<file path="config.mk">
export PLATFORM = sky130hd
export DESIGN_NAME = gtc_ctrl
export DESIGN_NICKNAME = d
export VERILOG_FILES = /design/src/gtc_pkg.sv /design/src/gtc_ctrl.sv
export SDC_FILE = /design/constraint.sdc
export NUM_CORES = 1
export LEC_CHECK = 0
export BUFFER_PORTS_ARGS = -buffer_cell sky130_fd_sc_hd__buf_2
export CORE_AREA = 4 4 43 45
export CTS_CLUSTER_SIZE = 10
export DETAILED_ROUTE_END_ITERATION = 8
export DIE_AREA = 0 0 47 49
export GPL_TIMING_DRIVEN = 1
export PLACE_DENSITY = 0.74
export SYNTH_ARGS = -nofsm -noshare
export SYNTH_HDL_FRONTEND = slang
export SYNTH_SLANG_ARGS = --single-unit
</file>
<file path="constraint.sdc">
create_clock -name clk -period 1.6 [get_ports clk]
set_clock_uncertainty 0.15 [all_clocks]
set_input_delay 0.08 -clock clk [delete_from_list [all_inputs] [get_ports clk]]
set_output_delay 0.08 -clock clk [all_outputs]
set_load 0.05 [all_outputs]
</file>
<file path="src/gtc_pkg.sv">
// ----------------------------------------------------------------------------
// gtc_pkg
// shared constants and controller/datapath interface types for the tree check
// ----------------------------------------------------------------------------
package gtc_pkg;

  localparam int DEF_MAX_NODES = 1024;
  localparam int DEF_MAX_EDGES = 1024;

  // fixed field widths
  localparam int NODE_W = 11;
  localparam int PADDR_W = 3;
  localparam int PDATA_W = 32;

  // register index of node_count
  localparam logic [0:0] REG_NODE_COUNT = 1'b0;
  localparam logic [NODE_W-1:0] NODE_COUNT_RST = 11'd1;

  // request codes
  localparam logic REQ_ADD = 1'b0;
  localparam logic REQ_FINISH = 1'b1;

  typedef struct packed {
    logic clr;        // clear one visited entry
    logic sweep_rst;  // restart clear sweep
    logic start;      // latch initial bad flag, rewind edge index
    logic chk;        // range check of the current stored edge
    logic idx_inc;    // step to next stored edge
    logic seed;       // mark node 0 and start the first pass
    logic relax;      // propagate visited marks across the current edge
    logic pass_rst;   // rewind for another pass
    logic finish;     // load result, clear graph
  } gtc_cmd_t;

  typedef struct packed {
    logic fin_acc;
    logic cnt_zero;
    logic idx_last;
    logic sweep_last;
    logic bad;
    logic cnt_ok;
    logic changed;
    logic out_free;
  } gtc_sts_t;

endpackage

</file>
<file path="src/gtc_ctrl.sv">
// ----------------------------------------------------------------------------
// gtc_ctrl
// sequencer for clear sweep, endpoint check pass and reachability passes
// ----------------------------------------------------------------------------
module gtc_ctrl (
  input  logic              clk,
  input  logic              rst_n,
  input  gtc_pkg::gtc_sts_t sts,
  output gtc_pkg::gtc_cmd_t cmd,
  output logic              busy
);

  typedef enum logic [3:0] {
    ST_CLEAR, ST_IDLE, ST_CHK_RD, ST_CHK_EV, ST_SEL, ST_SEED,
    ST_RX_RD, ST_RX_VR, ST_RX_EV, ST_PASS_END, ST_DONE
  } state_t;

  state_t state_r, state_nxt;
  logic   busy_r, busy_nxt;

  always_comb begin
    state_nxt = state_r;
    cmd = '0;
    case (state_r)
      ST_CLEAR: begin
        cmd.clr = 1'b1;
        if (sts.sweep_last) state_nxt = ST_IDLE;
      end
      ST_IDLE: begin
        if (sts.fin_acc) begin
          cmd.start = 1'b1;
          state_nxt = sts.cnt_zero ? ST_SEL : ST_CHK_RD;
        end
      end
      ST_CHK_RD: state_nxt = ST_CHK_EV;
      ST_CHK_EV: begin
        cmd.chk = 1'b1;
        cmd.idx_inc = 1'b1;
        state_nxt = sts.idx_last ? ST_SEL : ST_CHK_RD;
      end
      ST_SEL: state_nxt = (!sts.bad && sts.cnt_ok) ? ST_SEED : ST_DONE;
      ST_SEED: begin
        cmd.seed = 1'b1;
        state_nxt = sts.cnt_zero ? ST_DONE : ST_RX_RD;
      end
      ST_RX_RD: state_nxt = ST_RX_VR;
      ST_RX_VR: state_nxt = ST_RX_EV;
      ST_RX_EV: begin
        cmd.relax = 1'b1;
        cmd.idx_inc = 1'b1;
        state_nxt = sts.idx_last ? ST_PASS_END : ST_RX_RD;
      end
      ST_PASS_END: begin
        if (sts.changed) begin
          cmd.pass_rst = 1'b1;
          state_nxt = ST_RX_RD;
        end else begin
          state_nxt = ST_DONE;
        end
      end
      ST_DONE: begin
        if (sts.out_free) begin
          cmd.finish = 1'b1;
          cmd.sweep_rst = 1'b1;
          state_nxt = ST_CLEAR;
        end
      end
      default: state_nxt = ST_CLEAR;
    endcase
    busy_nxt = (state_nxt != ST_IDLE);
  end

  always_ff @(posedge clk) begin
    if (!rst_n) begin
      state_r <= ST_CLEAR;
      busy_r <= 1'b1;
    end else begin
      state_r <= state_nxt;
      busy_r <= busy_nxt;
    end
  end

  assign busy = busy_r;

endmodule

</file>
# Word-level counts from Yosys, hierarchy flattened
# Cells that the tools add are included.
# classes
n_eq_ne	11
mux	21
n_reduce_logical	4
# op_table
op	n
$pmux 4 s11	1
$mux 4	7
$eq 4x3->1 const B	4
$eq 4x4->1 const B	3
$mux 1	11
$eq 4x2->1 const B	2
$mux 3	2
$eq 4x1->1 const B	1
$logic_not 4->1	1
$ne 4x1->1 const B	1
$reduce_or 2->1	1
$logic_and 1x1->1	1
$logic_not 1->1	1
# totals
regBits	5
input_bits	10
output_inout_bits	10
wordCells	38

# Longest topological paths before layout
# Gate-level depths: netlist of run 1.
# logic_depth
ltp_word	5
mapped_depth	5
ltp_nobuf	4

# Least setup slack after synthesis of run 1
# No wires, ideal clock.
# synth_path
path_kind	flip-flop to output port
from	register state_r[0]
to	output cmd[4] (netlist name)
arrival_ns	1.804
required_ns	1.370
setup_slack_ns	-0.434
stages_incl_launch_ff	5
path_buffers	1
path_cell_list	dfxtp_1 buf_6 or2_4 nor2_1 or2_2
# synth_rtl
item	line	rtl
from (decl)	gtc_ctrl.sv:18	state_t state_r, state_nxt;
from (signal assigned)	gtc_ctrl.sv:78	state_r <= state_nxt;
to (decl)	gtc_ctrl.sv:9	output gtc_pkg::gtc_cmd_t cmd,

==> results.cfg, run 1 <==
[logic_synthesis]
synth_nets = 70
syn_area_um2 = 534
ys.flop_type = dfxtp_1
yosysTopAreaCell = dfxtp_1
synth_top_area_share = 0.187
synth_area_per_cell_um2 = 8.90
yosysSeqAreaShare = 0.187
ys_warn_count = 0
ys_top_cells_by_count = nor2_1 (7), inv_1 (6), dfxtp_1 (5), o21ai_0 (4), nand2b_1 (3)
ys_seq_elements = 5
postSynthCellCount = 60
yosysMostFrequentCell = nor2_1
ys_top_cells_by_area = dfxtp_1 (19%), a221oi_2 (5.6%), a2111oi_4 (5.2%)
synth_cell_type_count = 34
synth-edff-count = 0
async_flop_share = 0

[setup_path]
crit_family = simple AND/OR/NAND/NOR gates
required_ns = 1.37
crit_path_end_kind = output port
slowest_delay_ns = 0.36
cp_slowest_cell = dfxtp_4
crit_path_max_fanout = 4
critPathBufInv = 1
critPathKind = flip-flop to output port
startpoint_type = flip-flop
critPathArrivalTime_ns = 1.36
path_cells = or2b_4, nor4b_4, buf_6
rrSetupSlack_ns = 0.07

[grt]
grt_pass1_wl_mm = 2.76
antenna_found_initial = 0
overflow = 0
grt_pass1_vias = 633
grt_max_degree = 9
grt_use_total = 0.166

[layout]
postLayoutCellArea_um2 = 947
drive_gt1_frac = 0.711
areaGrowthSynthToFinish_pct = 77.3
antenna_cells = 0
nFillCells = 119
finish.net_count = 108
final_util = 0.644
final_cells = 113

[job]
max_cap_violations = 0

[die]
die_area_um2 = 2300
fp.dieH_um = 49
rows = 14
chipWidth_um = 47
initial_core_util = 0.363
num_io_pins = 20
coreArea_um2 = 1470

[power_and_ir_drop]
ir_worst_vdd_uv = 544
combPwrFrac = 0.606
p_leak_nw = 0.387
swShare = 0.429
p_per_area_nw_per_um2 = 894
p_seq_frac = 0.206
share_clk_of_total_power = 0.188
p_sw_mw = 0.363
p_total_mw = 0.847
p_int_mw = 0.484

[detailed_routing]
post_drt_wl_per_cell_um = 15.1
post-route-drc-count = 0
num_vias = 598
viasPerCell = 5.29
firstDrtPassIters = 4
wl_mm = 1.71
drt_iter0_markers = 7
ant_nets = 0

[run_status]
status = complete, no violations

[placement]
place_area_um2 = 737
portBuffers = 19
gp_congestion = 0.970
hpwl_mm = 1.25
place_inst = 104
place_ws_ns = -0.0269

[clock_tree]
htree_levels = 1
cts_tree = built
cts_inserted_buffers = 3
clkSlewWorstSetupHoldPaths_ns = 0.04
clock_latency_ns = 0.26
root_buffer = clkbuf_4
clk_path_buf_depth = 2
cts.sinks = 5

[timing]
drv_slew = 0
hold_viol = 0
max_freq_mhz = 630
rsz0062_at_grt = true
fin_ws_ns = 0.0115
worst_pin_slew_ns = 0.437
min_period_over_period = 0.993
maxSlewHeadroom = 0.708
fin_crit_ns = 1.59
setup_viol = 0

[worst_hold_path]
holdCritPathClass = input pin to flip-flop
==> metrics by stage <==
step | TNS [ns] | hold WS (ns)
4_1_cts | -0.0421 | 0.0233
6_report | 0 | 0.0179
5_1_grt | -0.131 | 0.0438
3_5_place_dp | -0.0505 | 0.289
2_1_floorplan | -0.565 | 0.0786
3_3_place_gp | -0.0115 | 0.286
==> cell usage in the layout, fill, tap and decap left out, types with 2 or more instances in the layout <==
cell      instances
buf_4            19
buf_2            11
buf_6             6
inv_1             5
nor2_1            4
dfxtp_4           4
nor2_4            3
o21ai_0           3
clkbuf_4          3
or2_4             2
nand2b_4          2
a21oi_1           2
o21a_1            2
buf_8             2
==> repair_timing <==
item                       CTS  global route
buffers inserted             4             2
hold buffers                 0             0
resized for setup           22            19
pin swaps                    1             5
setup endpoints to repair   11             9
==> final cells by class <==
type | instances | area [um^2] | share of cell area
multi-input combinational | 44 | 468 | 0.494
timing repair buffer | 38 | 295 | 0.312
sequential | 5 | 115 | 0.122
clock buffer | 4 | 26.3 | 0.0277
inverter | 6 | 22.5 | 0.0238
tap | 16 | 20.0 | 0.0211
==> flip-flops by register name, summed over array words and instances, names as in the netlist <==
name	count
busy	1
state_r	4
==> worst reg2reg max path, stage by stage, from the launching register on <==
cell      delay [ns]
dfxtp_4         0.37
buf_4           0.15
xnor2_1         0.20
o221ai_2        0.16
a221oi_4        0.28
nand4_1         0.11
==> power groups by stage <==
stage / Sequential, mW / Combinational, mW / Clock (mW)
finish: 0.174 / 0.513 / 0.159
global route: 0.176 / 0.545 / 0.183
CTS: 0.174 / 0.443 / 0.158
detailed placement: 0.178 / 0.385 / 0
global placement: 0.177 / 0.381 / 0
floorplan: 0.182 / 0.275 / 0
==> worst paths after layout <==
path / from / end / cells after the start
max: state_r[0] / cmd[6] / 3
min: rst_n / state_r[1] / 3
max reg2reg: state_r[2] / busy / 5
min reg2reg: state_r[3] / state_r[0] / 3
==> cells by family (layout without fill, tap and decap cells) <==
logic type,Yosys count,count (layout),share of synthesized area
and+or+nand+nor,25,25,0.330
AOI/OAI and AO/OA,18,18,0.344
buffers and inverters,11,48,0.122
DFF,5,5,0.187
xor gates and xnor gates,1,1,0.0164
==> layer usage <==
layer	vias to the layer above	GRT usage	routed length, um	part of all wire
met5	-	0	0	0
met4	0	0.106	32	0.019
met3	4	0.0554	97	0.057
met2	22	0.265	932	0.55
met1	281	0.177	642	0.38
li1	291	-	-	-
No activity file was read; power rests on OpenSTA's default activity.
==> inputs of run 2 (changes only) <==
--- a/config.mk
+++ b/config.mk
@@ -6,10 +6,11 @@
 export NUM_CORES = 1
 export LEC_CHECK = 0
 export BUFFER_PORTS_ARGS = -buffer_cell sky130_fd_sc_hd__buf_2
-export CORE_AREA = 4 4 43 45
+export CAP_MARGIN = 20
+export CORE_AREA = 3 3 42 44
 export CTS_CLUSTER_SIZE = 10
 export DETAILED_ROUTE_END_ITERATION = 8
-export DIE_AREA = 0 0 47 49
+export DIE_AREA = 0 0 45 47
 export GPL_TIMING_DRIVEN = 1
 export PLACE_DENSITY = 0.74
 export SYNTH_ARGS = -nofsm -noshare
==> constraint.sdc (replaced) <==
create_clock -name clk -period 1.74 [get_ports clk]
set_clock_uncertainty 0.15 [all_clocks]
set_input_delay 0.087 -clock clk [delete_from_list [all_inputs] [get_ports clk]]
set_output_delay 0.087 -clock clk [all_outputs]
set_load 0.05 [all_outputs]
==> run 2 against run 1 <==
  * Die area fell by 8.2%
  * Largest cell class unchanged
  * Total power fell by 23%
  * Utilization fell by 14 points
  * Register-to-register slack improved by 0.04 ns
  * Clock power fell by 10%
  * Final area fell by 22%
  * Setup slack improved by 0.033 ns
  * Highest routed layer unchanged
  * Cell count fell by 9.7%
  * Combinational power fell by 32%
  * Count of clock-buffer cells in the layout did not move
==> results.cfg, run 2 (synthesized netlist as in run 1, its figures left out) <==
[clock_tree]
clock_latency_ns = 0.25
clk_path_buf_depth = 2
cts.sinks = 5
root_buffer = clkbuf_4
cts_inserted_buffers = 3
cts_tree = built
htree_levels = 1
clkSlewWorstSetupHoldPaths_ns = 0.05

[setup_path]
cp_slowest_cell = dfxtp_2
required_ns = 1.50
path_cells = buf_4, nor2_2, and3_4, or2_2, buf_6
rr_endpoint = busy
crit_path_max_fanout = 4
rrSetupSlack_ns = 0.11
startpoint_type = flip-flop
crit_path_end_kind = output port
critPathKind = flip-flop to output port
slowest_delay_ns = 0.38
critPathArrivalTime_ns = 1.46
r2r-start = state_r[2]
r2r_cells = 5

[detailed_routing]
ant_nets = 0
post-route-drc-count = 0
wl_mm = 1.40
drt_iter0_markers = 10
firstDrtPassIters = 4
viasPerCell = 5.39
post_drt_wl_per_cell_um = 13.7
num_vias = 550

[grt]
grt_pass1_vias = 495
antenna_found_initial = 0
overflow = 0
grt_use_total = 0.140
grt_pass1_wl_mm = 2.15
grt_max_degree = 13

[timing]
setup_viol = 0
fin_crit_ns = 1.70
max_freq_mhz = 590
tns_ns = 0
hold_viol = 0
fin_ws_ns = 0.0447
drv_slew = 0
min_period_over_period = 0.974
worst_pin_slew_ns = 0.485
rsz0062_at_grt = false
maxSlewHeadroom = 0.674

[layout]
areaGrowthSynthToFinish_pct = 37.9
largest_reg_flops = 4
final_cell_mix = buf_2 (15), buf_4 (8), inv_1 (6), nor2_1 (5), clkbuf_4 (5)
finish.net_count = 97
final_common_cell = buf_2
regArea_um2 = 108
regMostFlops = state_r
multi_input_area_um2 = 388
antenna_cells = 0
final_cells = 102
drive_gt1_frac = 0.593
nFillCells = 147

[power_and_ir_drop]
share_clk_of_total_power = 0.219
p_seq_frac = 0.251
p_total_mw = 0.655
p_sw_mw = 0.289
p_int_mw = 0.366
ir_worst_vdd_uv = 419
swShare = 0.441
p_per_area_nw_per_um2 = 889
combPwrFrac = 0.530
p_leak_nw = 0.312

[placement]
place_ws_ns = 0.106
portBuffers = 19
gp_congestion = 0.919
place_inst = 95
hpwl_mm = 1.06

[job]
max_cap_violations = 0

[die]
fp.dieH_um = 47
coreArea_um2 = 1470
rows = 14
chipWidth_um = 45
initial_core_util = 0.363
num_io_pins = 20
die_area_um2 = 2120

[worst_hold_path]
holdPathEnd = busy
min_from = sts[5]
worstHoldPathCells = 3
holdCritPathClass = input pin to flip-flop

[run_status]
status = complete, no violations
## run 2: through the flow
step	utilization	area, um^2	hold slack [ns]
after floorplan	-	554	0.0856
after global placement	0.452	664	0.295
after detailed placement	0.452	664	0.297
after CTS	0.477	702	0.0344
after global routing	0.501	737	0.0620
final	0.501	737	0.0574
## run 2: final cells by class
| type | count | share of cell area |
|---|---|---|
| clock buffers | 4 | 0.0357 |
| well taps | 16 | 0.0272 |
| repair buffers | 27 | 0.234 |
| flip-flops and latches | 5 | 0.146 |
| inverters | 6 | 0.0306 |
| multi-input cells | 44 | 0.526 |
## run 2: power by group through the flow
stage	combinational, mW	sequential (mW)	clock (mW)
finish	0.347	0.164	0.143
CTS	0.320	0.167	0.144
global route	0.368	0.166	0.152
floorplan	0.252	0.167	0
detailed placement	0.317	0.167	0
global placement	0.316	0.166	0
## run 2: how the worst max path moves through the flow
stage,start,endpoint,slack [ns],cells past startpoint
2_1_floorplan,state_r[0],state_r[1],-0.06,4
3_3_place_gp,state_r[1],cmd[6],0.12,3
3_5_place_dp,state_r[1],cmd[6],0.11,3
4_1_cts,state_r[2],cmd[4],0.01,5
5_1_grt,state_r[1],cmd[6],0.005,3
6_report,state_r[2],cmd[4],0.04,5
## run 2: layer usage
layer | routed length (um) | global-route usage | vias up
met5 | 0 | 0 | -
met2 | 671 | 0.229 | 23
met1 | 596 | 0.171 | 256
met4 | 23 | 0.0936 | 0
met3 | 103 | 0.0192 | 4
li1 | - | - | 267
## run 2: worst max-delay path: cells and delay by family, from the launching register on
family                 cells  cell delay, ns
and+or+nand+nor            3            0.52
DFF                        1            0.38
buffers and inverters      2            0.32
## run 2: timing repair
action / in CTS / in global routing
setup endpoints to repair: 2 / 4
hold buffers: 0 / 0
resized for setup: 5 / 6
setup buffers: 0 / 3
pin swaps: 1 / 1
